$ cat src/hw/rtl/brd_pkg.sv
// brd_pkg: shared types, constants and helper functions of the 5x5 bayer demosaic
// used by brd_line_store, brd_window, brd_kernel and bayer_rggb_demosaic_5x5
package brd_pkg;

  localparam int MAX_WIDTH_DEF = 4096;
  localparam int MAX_HEIGHT    = 16384;
  localparam int MIN_DIM       = 4;
  localparam int ROW_SLOTS     = 5;
  localparam int PIX_W         = 16;
  localparam int ROW_W         = 14;
  localparam int COL_OUT_W     = 12;
  localparam int FW_W          = 13;
  localparam int FH_W          = 15;
  localparam int POS_W         = 17;
  localparam int SUM_W         = 24;
  localparam int ADDR_W        = 3;
  localparam int DATA_W        = 32;

  // register index, taken from paddr bit 2
  localparam logic REG_WIDTH  = 1'b0;
  localparam logic REG_HEIGHT = 1'b1;

  typedef logic [PIX_W-1:0] pix_t;
  typedef logic [ROW_SLOTS-1:0][PIX_W-1:0] col_vec_t;
  typedef logic [ROW_SLOTS-1:0][ROW_SLOTS-1:0][PIX_W-1:0] win_t;

  // the thirteen samples that the four kernels touch
  typedef struct packed {
    pix_t c;
    pix_t n1;
    pix_t s1;
    pix_t w1;
    pix_t e1;
    pix_t n2;
    pix_t s2;
    pix_t w2;
    pix_t e2;
    pix_t nw;
    pix_t ne;
    pix_t sw;
    pix_t se;
  } brd_taps_t;

  typedef struct packed {
    logic [COL_OUT_W-1:0] col;
    logic [ROW_W-1:0]     row;
    logic                 last;
  } brd_site_t;

  // mirrored position relative to the oldest entry of the window
  function automatic logic [2:0] rel_idx(logic signed [POS_W-1:0] pos,
                                         logic signed [POS_W-1:0] n,
                                         logic signed [POS_W-1:0] cur);
    logic signed [POS_W-1:0] m;
    logic signed [POS_W-1:0] d;
    m = pos;
    if (m < 0) m = -m;
    if (m >= n) m = n + n - POS_W'(2) - m;
    d = m - cur + POS_W'(4);
    return d[2:0];
  endfunction

  function automatic pix_t pick5(col_vec_t v, logic [2:0] k);
    pix_t p;
    case (k)
      3'd0:    p = v[0];
      3'd1:    p = v[1];
      3'd2:    p = v[2];
      3'd3:    p = v[3];
      3'd4:    p = v[4];
      default: p = '0;
    endcase
    return p;
  endfunction

endpackage

$ cat src/hw/rtl/brd_kernel.sv
// brd_kernel: the four 5x5 interpolation kernels, clamp and result register
// depends on brd_pkg
module brd_kernel
  import brd_pkg::*;
(
  input  logic      clk,
  input  logic      rst_n,
  input  logic      tap_valid,
  output logic      tap_ready,
  input  brd_taps_t taps,
  input  brd_site_t site,
  output logic      out_valid,
  input  logic      out_stall,
  output pix_t      red,
  output pix_t      green,
  output pix_t      blue,
  output brd_site_t site_out
);

  logic             out_v_r;
  pix_t             red_r, green_r, blue_r;
  pix_t             red_nxt, green_nxt, blue_nxt;
  brd_site_t        site_r;
  logic signed [SUM_W-1:0] g_sum, h_sum, v_sum, x_sum;
  logic signed [SUM_W-1:0] ax1v, ax1h, ax2v, ax2h, dg, cc, ax2;
  pix_t             g_val, h_val, v_val, x_val;

  function automatic logic signed [SUM_W-1:0] ext(pix_t p);
    return $signed(SUM_W'(p));
  endfunction

  // floor shift and clamp to the pixel range
  function automatic pix_t clamp(logic signed [SUM_W-1:0] s, logic by16);
    logic signed [SUM_W-1:0] v;
    pix_t r;
    v = by16 ? (s >>> 4) : (s >>> 3);
    if (s <= 0) r = '0;
    else if (v > $signed(SUM_W'(16'hFFFF))) r = 16'hFFFF;
    else r = v[PIX_W-1:0];
    return r;
  endfunction

  assign tap_ready = !out_v_r || !out_stall;

  // kernel sums
  always_comb begin
    cc    = ext(taps.c);
    ax1v  = ext(taps.n1) + ext(taps.s1);
    ax1h  = ext(taps.w1) + ext(taps.e1);
    ax2v  = ext(taps.n2) + ext(taps.s2);
    ax2h  = ext(taps.w2) + ext(taps.e2);
    ax2   = ax2v + ax2h;
    dg    = ext(taps.nw) + ext(taps.ne) + ext(taps.sw) + ext(taps.se);
    g_sum = (cc <<< 2) + ((ax1v + ax1h) <<< 1) - ax2;
    h_sum = (cc <<< 3) + (cc <<< 1) + (ax1h <<< 3) - (ax2h <<< 1) - (dg <<< 1) + ax2v;
    v_sum = (cc <<< 3) + (cc <<< 1) + (ax1v <<< 3) - (ax2v <<< 1) - (dg <<< 1) + ax2h;
    x_sum = (cc <<< 3) + (cc <<< 2) + (dg <<< 2) - (ax2 <<< 1) - ax2;
    g_val = clamp(g_sum, 1'b0);
    h_val = clamp(h_sum, 1'b1);
    v_val = clamp(v_sum, 1'b1);
    x_val = clamp(x_sum, 1'b1);
  end

  // choose by bayer phase of the site
  always_comb begin
    case ({site.row[0], site.col[0]})
      2'b00: begin
        red_nxt = taps.c; green_nxt = g_val; blue_nxt = x_val;
      end
      2'b01: begin
        red_nxt = h_val; green_nxt = taps.c; blue_nxt = v_val;
      end
      2'b10: begin
        red_nxt = v_val; green_nxt = taps.c; blue_nxt = h_val;
      end
      default: begin
        red_nxt = x_val; green_nxt = g_val; blue_nxt = taps.c;
      end
    endcase
  end

  always_ff @(posedge clk) begin
    if (!rst_n) begin
      out_v_r <= 1'b0;
    end else if (tap_ready) begin
      out_v_r <= tap_valid;
    end
  end

  always_ff @(posedge clk) begin
    if (tap_ready && tap_valid) begin
      red_r   <= red_nxt;
      green_r <= green_nxt;
      blue_r  <= blue_nxt;
      site_r  <= site;
    end
  end

  assign out_valid = out_v_r;
  assign red       = red_r;
  assign green     = green_r;
  assign blue      = blue_r;
  assign site_out  = site_r;

endmodule

$ cat config.mk
export PLATFORM = sky130hd
export DESIGN_NAME = brd_kernel
export DESIGN_NICKNAME = d
export VERILOG_FILES = /design/src/hw/rtl/brd_pkg.sv /design/src/hw/rtl/brd_kernel.sv
export SDC_FILE = /design/constraint.sdc
export NUM_CORES = 1
export LEC_CHECK = 0
export ABC_AREA = 1
export CAP_MARGIN = 20
export CORE_AREA = 8 8 188 190
export DETAILED_ROUTE_END_ITERATION = 16
export DIE_AREA = 0 0 196 198
export DONT_BUFFER_PORTS = 1
export HOLD_SLACK_MARGIN = 0.05
export PLACE_DENSITY = 0.87
export SKIP_LAST_GASP = 1
export SLEW_MARGIN = 20
export SYNTH_ARGS = -nofsm -noshare
export SYNTH_HDL_FRONTEND = slang
export SYNTH_SLANG_ARGS = --single-unit
export TNS_END_PERCENT = 10
$ cat constraint.sdc
create_clock -name clk -period 26.5 [get_ports clk]
set_input_delay 5.3 -clock clk [delete_from_list [all_inputs] [get_ports clk]]
set_output_delay 5.3 -clock clk [all_outputs]
set_load 0.005 [all_outputs]
== Word-level counts from Yosys, hierarchy flattened ==
Cells that the tools add are included.
Operators by class
  reductions and logical operators: 6
  $add $sub $neg: 24
  muxes and demuxes: 11
  equal/unequal tests: 2
  $lt $le $gt $ge: 8
Operators by type and width (number)
  two-way mux 16 bit: 9
  case mux 16 bit (3 select lines): 2
  adder 16 x 16 -> 17 bit: 5
  less-or-equal comparator 24 x 1 -> 1 bit, second input constant: 3
  greater-than comparator 20 x 17 -> 1 bit, second input constant: 3
  adder 17 x 17 -> 18 bit: 2
  adder 23 x 18 -> 24 bit: 1
  adder 24 x 18 -> 24 bit: 1
  adder 24 x 21 -> 24 bit: 1
  subtractor 23 x 19 -> 24 bit: 1
  subtractor 24 x 19 -> 24 bit: 1
  subtractor 24 x 21 -> 24 bit: 1
  subtractor 22 x 19 -> 23 bit: 1
  subtractor 22 x 21 -> 23 bit: 1
  adder 20 x 21 -> 22 bit: 1
  subtractor 21 x 18 -> 22 bit: 1
  adder 20 x 20 -> 21 bit: 1
  less-or-equal comparator 21 x 1 -> 1 bit, second input constant: 1
  subtractor 20 x 18 -> 21 bit: 1
  adder 18 x 19 -> 20 bit: 1
  adder 19 x 17 -> 20 bit: 1
  adder 19 x 18 -> 20 bit: 1
  adder 18 x 16 -> 19 bit: 1
  adder 17 x 16 -> 18 bit: 1
  other kinds (8): 9
Storage, ports and cells
  output and inout bits: 77
  input port bits: 239
  bits in registers: 76

== Depth between registers and ports, before layout ==
Gate-level depths: netlist of run 1.
  word-level depth: 10
  mapped depth: 47
  depth with buffers taken out: 46

== Worst setup path after synthesis of run 1 ==
OpenSTA, ideal clock, no wires.
  path kind: input port to flip-flop
  from: in taps[96] in the netlist's numbering
  to: reg blue_r[8], in the netlist blue[8], data pin
  setup slack: 14.156 ns
  data arrival time: 12.088 ns
  cell stages on the path: 40
  cell sequence: ha_1 -> inv_1 -> fa_1 -> xnor2_1 -> ha_1 -> a21oi_1 -> o31ai_1 -> a21oi_1 -> nor2_1 -> nor2_1 -> o21ai_0 -> nand2_1 -> nand2_1 -> a21o_1 -> a21oi_1 -> xnor2_1 -> fa_1 -> fa_1 -> (+4 left out) -> o21ai_0 -> o211ai_1 -> a31oi_1 -> o21ai_0 -> a31oi_1 -> o21ai_0 -> xor2_1 -> ha_1 -> inv_1 -> nor2_1 -> nor4_1 -> nand2_2 -> xor2_2 -> o21ai_2 -> buf_6 -> nand2_2 -> nand2_1 -> a21oi_2
Between the ends
  longest elaborated chain between the ends: 8
  elaborated cells between the ends (all ways): 21
  those cells by class: add/sub: 8; order compare: 6; mux: 7
Ends and longest elaborated chain
  start: declaration: line brd_kernel.sv:10  | input brd_taps_t taps,
  adder 16 x 16 -> 17 bit *: line brd_kernel.sv:50  | ax2v = ext(taps.n2) + ext(taps.s2);
  subtractor 21 x 18 -> 22 bit / adder 17 x 17 -> 18 bit (equally long branches): line brd_kernel.sv:56, brd_kernel.sv:52
  subtractor 22 x 21 -> 23 bit / subtractor 22 x 19 -> 23 bit (equally long branches): line brd_kernel.sv:56, brd_kernel.sv:57
  adder 23 x 18 -> 24 bit / subtractor 23 x 19 -> 24 bit (equally long branches): line brd_kernel.sv:56, brd_kernel.sv:57
  greater-than comparator 20 x 17 -> 1 bit: line brd_kernel.sv:38  | else if (v > $signed(SUM_W'(16'hFFFF))) r = 16'hFFFF;
  two-way mux 16 bit: line brd_kernel.sv:38
  two-way mux 16 bit: line brd_kernel.sv:37  | if (s <= 0) r = '0;
  case mux 16 bit (3 select lines) *: line brd_kernel.sv:66  | case ({site.row[0], site.col[0]})
  via blue_nxt[8]: line brd_kernel.sv:22  | pix_t red_nxt, green_nxt, blue_nxt;
  end signal: assignment: line brd_kernel.sv:94  | blue_r <= blue_nxt;
  end: declaration: line brd_kernel.sv:21  | pix_t red_r, green_r, blue_r;
Mark *: on every way through the listed nets, which the timed path passes. The rest lies on a longest branch.
A chain may end at the register's enable or synchronous reset.

== Worst setup path after layout of run 1 ==
  from: in taps[96] in the netlist's numbering
  to: reg red_r[14], in the netlist red[14], data pin
Between the ends
  longest elaborated chain between the ends: 8
  elaborated cells between the ends (all ways): 21
  those cells by class: add/sub: 8; order compare: 6; mux: 7
Ends and longest elaborated chain
  adder 16 x 16 -> 17 bit *: line brd_kernel.sv:50
  subtractor 21 x 18 -> 22 bit / adder 17 x 17 -> 18 bit (equally long branches): line brd_kernel.sv:56, brd_kernel.sv:52
  subtractor 22 x 21 -> 23 bit / subtractor 22 x 19 -> 23 bit (equally long branches): line brd_kernel.sv:56, brd_kernel.sv:57
  adder 23 x 18 -> 24 bit / subtractor 23 x 19 -> 24 bit (equally long branches): line brd_kernel.sv:56, brd_kernel.sv:57
  greater-than comparator 20 x 17 -> 1 bit: line brd_kernel.sv:38
  two-way mux 16 bit: line brd_kernel.sv:38
  two-way mux 16 bit: line brd_kernel.sv:37
  case mux 16 bit (3 select lines) *: line brd_kernel.sv:66
  via red_nxt[14]: line brd_kernel.sv:22
  end signal: assignment: line brd_kernel.sv:92  | red_r <= red_nxt;
  end: declaration: line brd_kernel.sv:21
Marks and branches as above.

==> results of run 1 <==
[registers in the layout, indices dropped and copies added, names as in the netlist]
| name | cells |
|---|---|
| site_out | 27 |
| red | 16 |
| green | 16 |
| out_valid | 1 |
| blue | 16 |
[kinds of logic after synthesis]
group           after synthesis  share of synthesized area
fa+ha+maj                   432                      0.344
simple gates                926                      0.220
compound gates              408                      0.123
buf+inv                     492                     0.0996
xor+xnor                    208                     0.0956
flops                        76                      0.119
[cells in the mapped netlist, types with 10 or more instances]
cell / n / share of area
inv_1: 453 / 0.089
nand2_2: 46 / 0.015
nor3_1: 10 / 0.0026
a21oi_1: 214 / 0.056
o21ai_1: 19 / 0.0050
xor2_1: 142 / 0.065
o21bai_1: 38 / 0.015
ha_1: 276 / 0.18
clkbuf_1: 14 / 0.0027
nand3_1: 164 / 0.043
nand2_1: 484 / 0.095
nor2_1: 120 / 0.024
nand3_2: 24 / 0.013
edfxtp_1: 75 / 0.12
fa_1: 156 / 0.16
o21ai_0: 65 / 0.017
xnor2_1: 65 / 0.030
a21oi_2: 10 / 0.0046
nand4_1: 46 / 0.015
a21o_1: 20 / 0.0079
[worst max-delay path: cells and delay by family]
| family | cells | cell delay (ns) |
|---|---|---|
| compound gates | 11 | 2.41 |
| xor+xnor | 4 | 1.01 |
| fa+ha+maj | 7 | 2.69 |
| buf+inv | 5 | 0.51 |
| simple gates | 13 | 1.78 |
[path summary, 6_finish.rpt]
kind | slack (ns) | cells after the start | end | startpoint
max | 12.86 | 40 | red[14] | taps[96]
min | 0.62 | 2 | out_valid | out_valid
max reg2reg | 24.92 | 2 | green[0] | out_valid
min reg2reg | 0.62 | 2 | out_valid | out_valid
[final cells by class]
class	instances	share of cell area
Inverter	460	0.0872
Multi-Input combinational cell	1974	0.755
Timing Repair Buffer	5	0.00189
Tap cell	408	0.0258
Sequential cell	76	0.115
Clock inverter	5	0.00398
Clock buffer	11	0.0117
[layer usage]
| metal | track usage | up-vias | routed length (um) |
|---|---|---|---|
| met5 | 0 | - | 13 |
| met4 | 0.0775 | 2 | 1440 |
| met3 | 0.0341 | 83 | 4470 |
| met2 | 0.516 | 774 | 27400 |
| met1 | 0.393 | 8115 | 25900 |
| li1 | - | 8258 | - |
[through the flow]
stage / instances / instance area (sq um)
4_1_cts: 2939 / 19800
6_report: 2939 / 19800
3_3_place_gp: 2923 / 19500
5_1_grt: 2939 / 19800
2_1_floorplan: 2542 / 19100
3_5_place_dp: 2923 / 19500
==> metrics.yaml, run 1 <==
status:
  status: "completed"
global_route:
  grt_max_degree: 76
  grtUsageTotal: 0.298
  grt_first_pass_wirelength_um: 91500
  grt_antenna_before_repair: 1
  gr-total-overflow: 0
  grt_pass1_vias: 17300
place:
  hpwl_um: 52700
  place_ws_ns: 12.61
  gp_congestion: 0.947
  io_buffer_count: 0
logic_synthesis:
  synth_ff_type: "edfxtp_1"
  synth_seq_cells: 76
  synthArstFlopShare: 0
  synth.avg_cell_area_sq_um: 7.52
  yosys_warnings: 0
  ys_types: 55
  syn_area_sq_um: 19100
  postSynthNetCount: 3213
  synth-edff-count: 75
  netlist_instances: 2542
  ys_seq_area_frac: 0.119
final_layout:
  layout_commonest_cell: "nand2_1"
  final_nets: 3197
  diodes: 0
  final_cell_mix: "nand2_1 (484), inv_1 (453), ha_1 (275)"
  ff_latch_area_sq_um: 2270
  nFillCells: 2904
  multi_input_area_sq_um: 15000
  area_growth_pct: 3.65
  drive_gt1_frac: 0.0498
  final_core_util: 0.616
clock_tree:
  path_clk_slew_ns: 0.06
  numCtsBuffers: 9
  clk-insertion-delay-late_ns: 0.33
  tritoncts: "built"
  clock_sinks: 76
  cts_max_level: 3
  clockRootBuffer: "clkbuf_16"
  cts_resized: 0
  post-cts-setup-buffers: 0
  clock_path_buffers: 2
  hold_buffers: 0
routing:
  drt_iter0_drc: 1219
  vias: 17200
  viasPerCell: 5.86
  drtAntennaViolNets: 0
  wl_um: 59200
  wl_per_cell_um: 20.1
  dr.pass1.iters: 6
  route.detailed.drc: 0
timing:
  drv_slew: 0
  skew_ns: 0.00614
  worst_pin_slew_ns: 1.20
  period_share: 0.515
  fmax_mhz: 73.3
  finalSetupTns_ns: 0
  hold_viol: 0
  setup-violations-final: 0
  relSlewSlack: 0.196
  whs_ns: 0.623
  rsz0062_at_grt: "false"
  setup_slack_ns: 12.86
  fin_crit_ns: 13.64
worst_setup_path:
  crit_type: "in -> reg"
  critPathArrivalTime_ns: 13.73
  slowest_delay_ns: 0.72
  endpoint_kind: "flip-flop"
  cp_max_fo: 14
  cpMaxStageDelayCell: "o21ai_2"
  required_ns: 26.59
  crit_path_start_kind: "input port"
flow_run:
  cap_violations: 0
hold_path:
  hp-class: "reg -> reg"
floorplan:
  dieArea_sq_um: 38800
  core_area_sq_um: 32200
  start_util: 0.594
  pin_count: 316
  die_w_um: 196
  die_y_um: 198
  core.rowCount: 66
Power of run 1 is left out: the tool's default activity adds up to more than one toggle a clock period on the data nets, which glitch-free logic cannot reach.
==> run 2: changes to the inputs <==
- PLACE_DENSITY: 0.87 -> 0.9
- clock period: 26.5 -> 11.1 ns (I/O delays scaled with it)
==> run 2 against run 1 <==
Register-to-register slack worse by 15 ns; clock skew up 0.0026 ns; clock-buffer cell count down 1; non-clock buffer count up 13; critical path depth unchanged; die area unchanged; design area up 0.64%; final cell count up 0.44%; hold slack worse by 0.012 ns; wire length up 1.2%; first-iteration DRC count up 11%; sequential share of layout area down 0.073 points; highest routed layer unchanged.
==> metrics.yaml, run 2 (synthesis gave the netlist of run 1 again) <==
status:
  status: "completed"  # unchanged
floorplan:
  core_area_sq_um: 32200  # unchanged
  die_y_um: 198  # unchanged
  pin_count: 316  # unchanged
  core.rowCount: 66  # unchanged
  dieArea_sq_um: 38800  # unchanged
  die_w_um: 196  # unchanged
  start_util: 0.594  # unchanged
clock_tree:
  cts_resized: 0  # unchanged
  tritoncts: "built"  # unchanged
  clock_path_buffers: 2  # unchanged
  clock_sinks: 76  # unchanged
  hold_buffers: 0  # unchanged
  post-cts-setup-buffers: 0  # unchanged
  cts_max_level: 3  # unchanged
  path_clk_slew_ns: 0.06  # about the same
  clockRootBuffer: "clkbuf_16"  # unchanged
  clk-insertion-delay-late_ns: 0.33  # about the same
  numCtsBuffers: 9  # unchanged
final_layout:
  drive_gt1_frac: 0.0546  # was 0.0498
  final_cell_mix: "nand2_1 (484), inv_1 (453), ha_1 (275)"  # unchanged
  largest_reg_flops: 27  # unchanged
  area_growth_pct: 4.31  # was 3.65%
  diodes: 0  # unchanged
  final_core_util: 0.619  # was 0.616
  ff_latch_area_sq_um: 2270  # unchanged
  multi_input_area_sq_um: 15000  # unchanged
  final_nets: 3210  # was 3,197
  nFillCells: 2887  # was 2,904
  layout_commonest_cell: "nand2_1"  # unchanged
routing:
  dr.pass1.iters: 6  # unchanged
  drtAntennaViolNets: 0  # unchanged
  route.detailed.drc: 0  # unchanged
  wl_per_cell_um: 20.3  # was 20.1 um
  wl_um: 59800  # was 59,200 um
  viasPerCell: 5.91  # was 5.86
  vias: 17500  # was 17,200
  drt_iter0_drc: 1348  # was 1,219
timing:
  fin_crit_ns: 10.18
  worst_pin_slew_ns: 0.886  # was 1.20 ns
  whs_ns: 0.611  # was 0.623 ns
  drv_slew: 0  # unchanged
  fmax_mhz: 98.2
  setup-violations-final: 0  # unchanged
  relSlewSlack: 0.410  # was 0.196
  period_share: 0.918
  skew_ns: 0.00872  # was 0.00614 ns
  finalSetupTns_ns: 0  # unchanged
  rsz0062_at_grt: "false"  # unchanged
  hold_viol: 0  # unchanged
global_route:
  use_met3: 0.0469  # was 0.0341
  use_met2: 0.520  # was 0.516
  grt_antenna_before_repair: 1  # unchanged
  grt_pass1_vias: 17900  # was 17,300
  grt-busiest-layer: "met2"  # unchanged
  grtUsageTotal: 0.304  # was 0.298
  grt_first_pass_wirelength_um: 94100  # was 91,500 um
  grt_max_degree: 76  # unchanged
  met1_usage: 0.391  # was 0.393
  gr-total-overflow: 0  # unchanged
worst_setup_path:
  crit_path_start_kind: "input port"  # unchanged
  path_buf_inv: 7  # was 5
  cp_top_family: "adder cells"  # unchanged
  endpoint_kind: "flip-flop"  # unchanged
  cpMaxStageDelayCell: "fa_1"  # was o21ai_2
  critPathArrivalTime_ns: 10.27  # was 13.73 ns
  required_ns: 11.19  # was 26.59 ns
  crit_type: "in -> reg"  # unchanged
  cp_max_fo: 15  # was 14
  slowest_delay_ns: 0.72  # about the same
  crit_path_frequent_cell: "inv_1"
place:
  io_buffer_count: 0  # unchanged
  gp_congestion: 0.964  # was 0.947
  hpwl_um: 52900  # was 52,700 um
flow_run:
  cap_violations: 0  # unchanged
hold_path:
  hp-class: "reg -> reg"  # unchanged
-- run 2: cell types whose count changed in the layout (fill, tap and decap cells not counted) --
cell	before	now
buf_4	5	18
bufinv_16	2	3
clkbuf_1	2	1
clkinv_1	1	2
clkinv_2	2	0
inv_6	0	1
-- run 2: per-stage QoR --
step / setup slack, ns / instance area [sq um] / cells
4_1_cts: 0.954 / 19900 / 2952
6_report: 0.915 / 19900 / 2952
2_1_floorplan: 1.84 / 19100 / 2542
5_1_grt: 0.287 / 19900 / 2952
3_5_place_dp: 0.631 / 19600 / 2936
3_3_place_gp: 0.855 / 19600 / 2936
-- run 2: area by class of cell --
class,instances,share of cell area
clock buffer,10,0.0115
clock inverter,6,0.00558
inverter,460,0.0867
multi-input combinational,1974,0.750
sequential,76,0.114
tap,408,0.0256
timing repair buffer,18,0.00677
-- run 2: worst reg2reg max path: cells and delay by family (launching register included) --
family	cells	cell delay, ns
DFF	1	0.36
AOI/OAI and AO/OA	1	0.12
buffers and inverters	1	0.69
-- run 2: metal layers --
layer,up-vias,share of wire
met5,-,0.00022
met4,2,0.030
met3,125,0.086
met2,854,0.46
met1,8184,0.42
li1,8291,-
-- run 2: worst paths after layout --
check / from / slack, ns / end / depth (start not counted)
worst min register to register: out_valid / 0.61 / out_valid / 2
worst min-delay path: out_valid / 0.61 / out_valid / 2
worst max-delay path: taps[64] / 0.92 / red[14] / 40
worst max register to register: out_valid / 9.52 / site_out[12] / 2
Power of run 2 is left out for the same reason.
==> run 3: changes to the inputs <==
- CORE_AREA: 8 8 188 190 -> 8 8 187 189
- DIE_AREA: 0 0 196 198 -> 0 0 195 197
- PLACE_DENSITY: 0.9 -> 0.91
==> run 3 against run 2 <==
Hold slack gained 0.15 ns; flip-flop and latch count unchanged; clock-buffer cell count unchanged; first-iteration DRC count rose by 16%; sequential share of layout area barely moved; design area down 0.41%; critical path type unchanged.
==> metrics.yaml, run 3 (synthesis gave the netlist of run 1 again) <==
timing:
  whs_ns: 0.764  # was 0.611 ns
  setup_slack_ns: 0.740  # was 0.915 ns
  skew_ns: 0.00640  # was 0.00872 ns
  rsz0062_at_grt: "false"  # unchanged
  fmax_mhz: 96.5  # was 98.2 MHz
  setup-violations-final: 0  # unchanged
  fin_crit_ns: 10.36  # was 10.18 ns
  relSlewSlack: 0.334  # was 0.410
  hold_viol: 0  # unchanged
  period_share: 0.933  # was 0.918
  finalSetupTns_ns: 0  # unchanged
  worst_pin_slew_ns: 0.998  # was 0.886 ns
  drv_slew: 0  # unchanged
clock_tree:
  tritoncts: "built"  # unchanged
  cts_resized: 0  # unchanged
  clockRootBuffer: "clkbuf_16"  # unchanged
  path_clk_slew_ns: 0.06  # about the same
  cts_max_level: 3  # unchanged
  clock_path_buffers: 2  # unchanged
  hold_buffers: 0  # unchanged
  numCtsBuffers: 9  # unchanged
  post-cts-setup-buffers: 0  # unchanged
  clock_sinks: 76  # unchanged
  clk-insertion-delay-late_ns: 0.34  # was 0.33 ns
final_layout:
  layout_commonest_cell: "nand2_1"  # unchanged
  ff_latch_area_sq_um: 2270  # unchanged
  final_nets: 3205  # was 3,210
  area_growth_pct: 3.88  # was 4.31%
  nFillCells: 2814  # was 2,887
  drive_gt1_frac: 0.0532  # was 0.0546
  stdcell_area_sq_um: 19900  # about the same
  diodes: 0  # unchanged
  multi_input_area_sq_um: 15000  # unchanged
  final_cell_mix: "nand2_1 (484), inv_1 (453), ha_1 (275)"  # unchanged
  largest_reg_flops: 27  # unchanged
routing:
  wl_um: 60000  # was 59,800 um
  wl_per_cell_um: 20.4  # was 20.3 um
  route.detailed.drc: 0  # unchanged
  drt_iter0_drc: 1568  # was 1,348
  drtAntennaViolNets: 0  # unchanged
  viasPerCell: 6.05  # was 5.91
  vias: 17800  # was 17,500
  dr.pass1.iters: 7  # was 6
floorplan:
  core.rowCount: 66  # unchanged
  start_util: 0.597  # was 0.594
  die_y_um: 197  # was 198 um
  die_w_um: 195  # was 196 um
  dieArea_sq_um: 38400  # was 38,800 sq um
  core_area_sq_um: 32000  # was 32,200 sq um
  pin_count: 316  # unchanged
global_route:
  grt_antenna_before_repair: 1  # unchanged
  grt_pass1_vias: 18000  # was 17,900
  grtUsageTotal: 0.302  # was 0.304
  grt_max_degree: 76  # unchanged
  gr-total-overflow: 0  # unchanged
  grt_first_pass_wirelength_um: 92700  # was 94,100 um
worst_setup_path:
  endpoint_kind: "flip-flop"  # unchanged
  cp_max_fo: 12  # was 15
  cpMaxStageDelayCell: "fa_1"  # unchanged
  slowest_delay_ns: 0.55  # was 0.72 ns
  critPathArrivalTime_ns: 10.44  # was 10.27 ns
  crit_path_frequent_cell: "nand2_1"  # was inv_1
  r2r_setup_slack_ns: 9.50  # was 9.52 ns
  crit_type: "in -> reg"  # unchanged
  crit_path_start_kind: "input port"  # unchanged
  path_buf_inv: 4  # was 7
  required_ns: 11.18  # was 11.19 ns
  cp_top_family: "adder cells"  # unchanged
flow_run:
  cap_violations: 0  # unchanged
status:
  status: "completed"  # unchanged
place:
  place_ws_ns: 0.549  # was 0.631 ns
  hpwl_um: 52700  # was 52,900 um
  io_buffer_count: 0  # unchanged
  gp_congestion: 0.969  # was 0.964
  place_area_sq_um: 19600  # about the same
hold_path:
  hp-class: "reg -> reg"  # unchanged
-- run 3: cell types whose count changed in the layout (fill, tap and decap cells not counted), sizes merged --
cell | before | now
clkinvlp | 0 | 3
inv | 460 | 459
buf | 18 | 13
bufinv | 3 | 1
-- run 3: stage by stage --
step / instances / util
6_report: 2947 / 0.620
5_1_grt: 2947 / 0.620
4_1_cts: 2947 / 0.620
3_5_place_dp: 2931 / 0.611
3_3_place_gp: 2931 / 0.611
2_1_floorplan: 2542 / -
-- run 3: cell type report --
cell class | count | share of cell area
multi-input cells | 1974 | 0.753
flip-flops and latches | 76 | 0.114
inverters | 460 | 0.0870
well taps | 408 | 0.0257
clock buffers | 10 | 0.0115
repair buffers | 13 | 0.00491
clock inverters | 6 | 0.00334
-- run 3: routing by layer --
layer / track usage / part of all wire
met4: 0.0963 / 0.032
met3: 0.0368 / 0.086
met5: 0 / 0.00022
met1: 0.391 / 0.42
met2: 0.523 / 0.46
-- run 3: worst paths after layout --
path,from,to,depth (start not counted)
min,out_valid,out_valid,2
max,taps[96],red[2],42
min reg2reg,out_valid,out_valid,2
max reg2reg,out_valid,site_out[19],2
-- run 3: worst reg2reg max path: stages (launching register included) --
cell     delay (ns)
dfxtp_1        0.37
a21oi_4        0.14
buf_4          0.69
Power of run 3 is left out for the same reason.
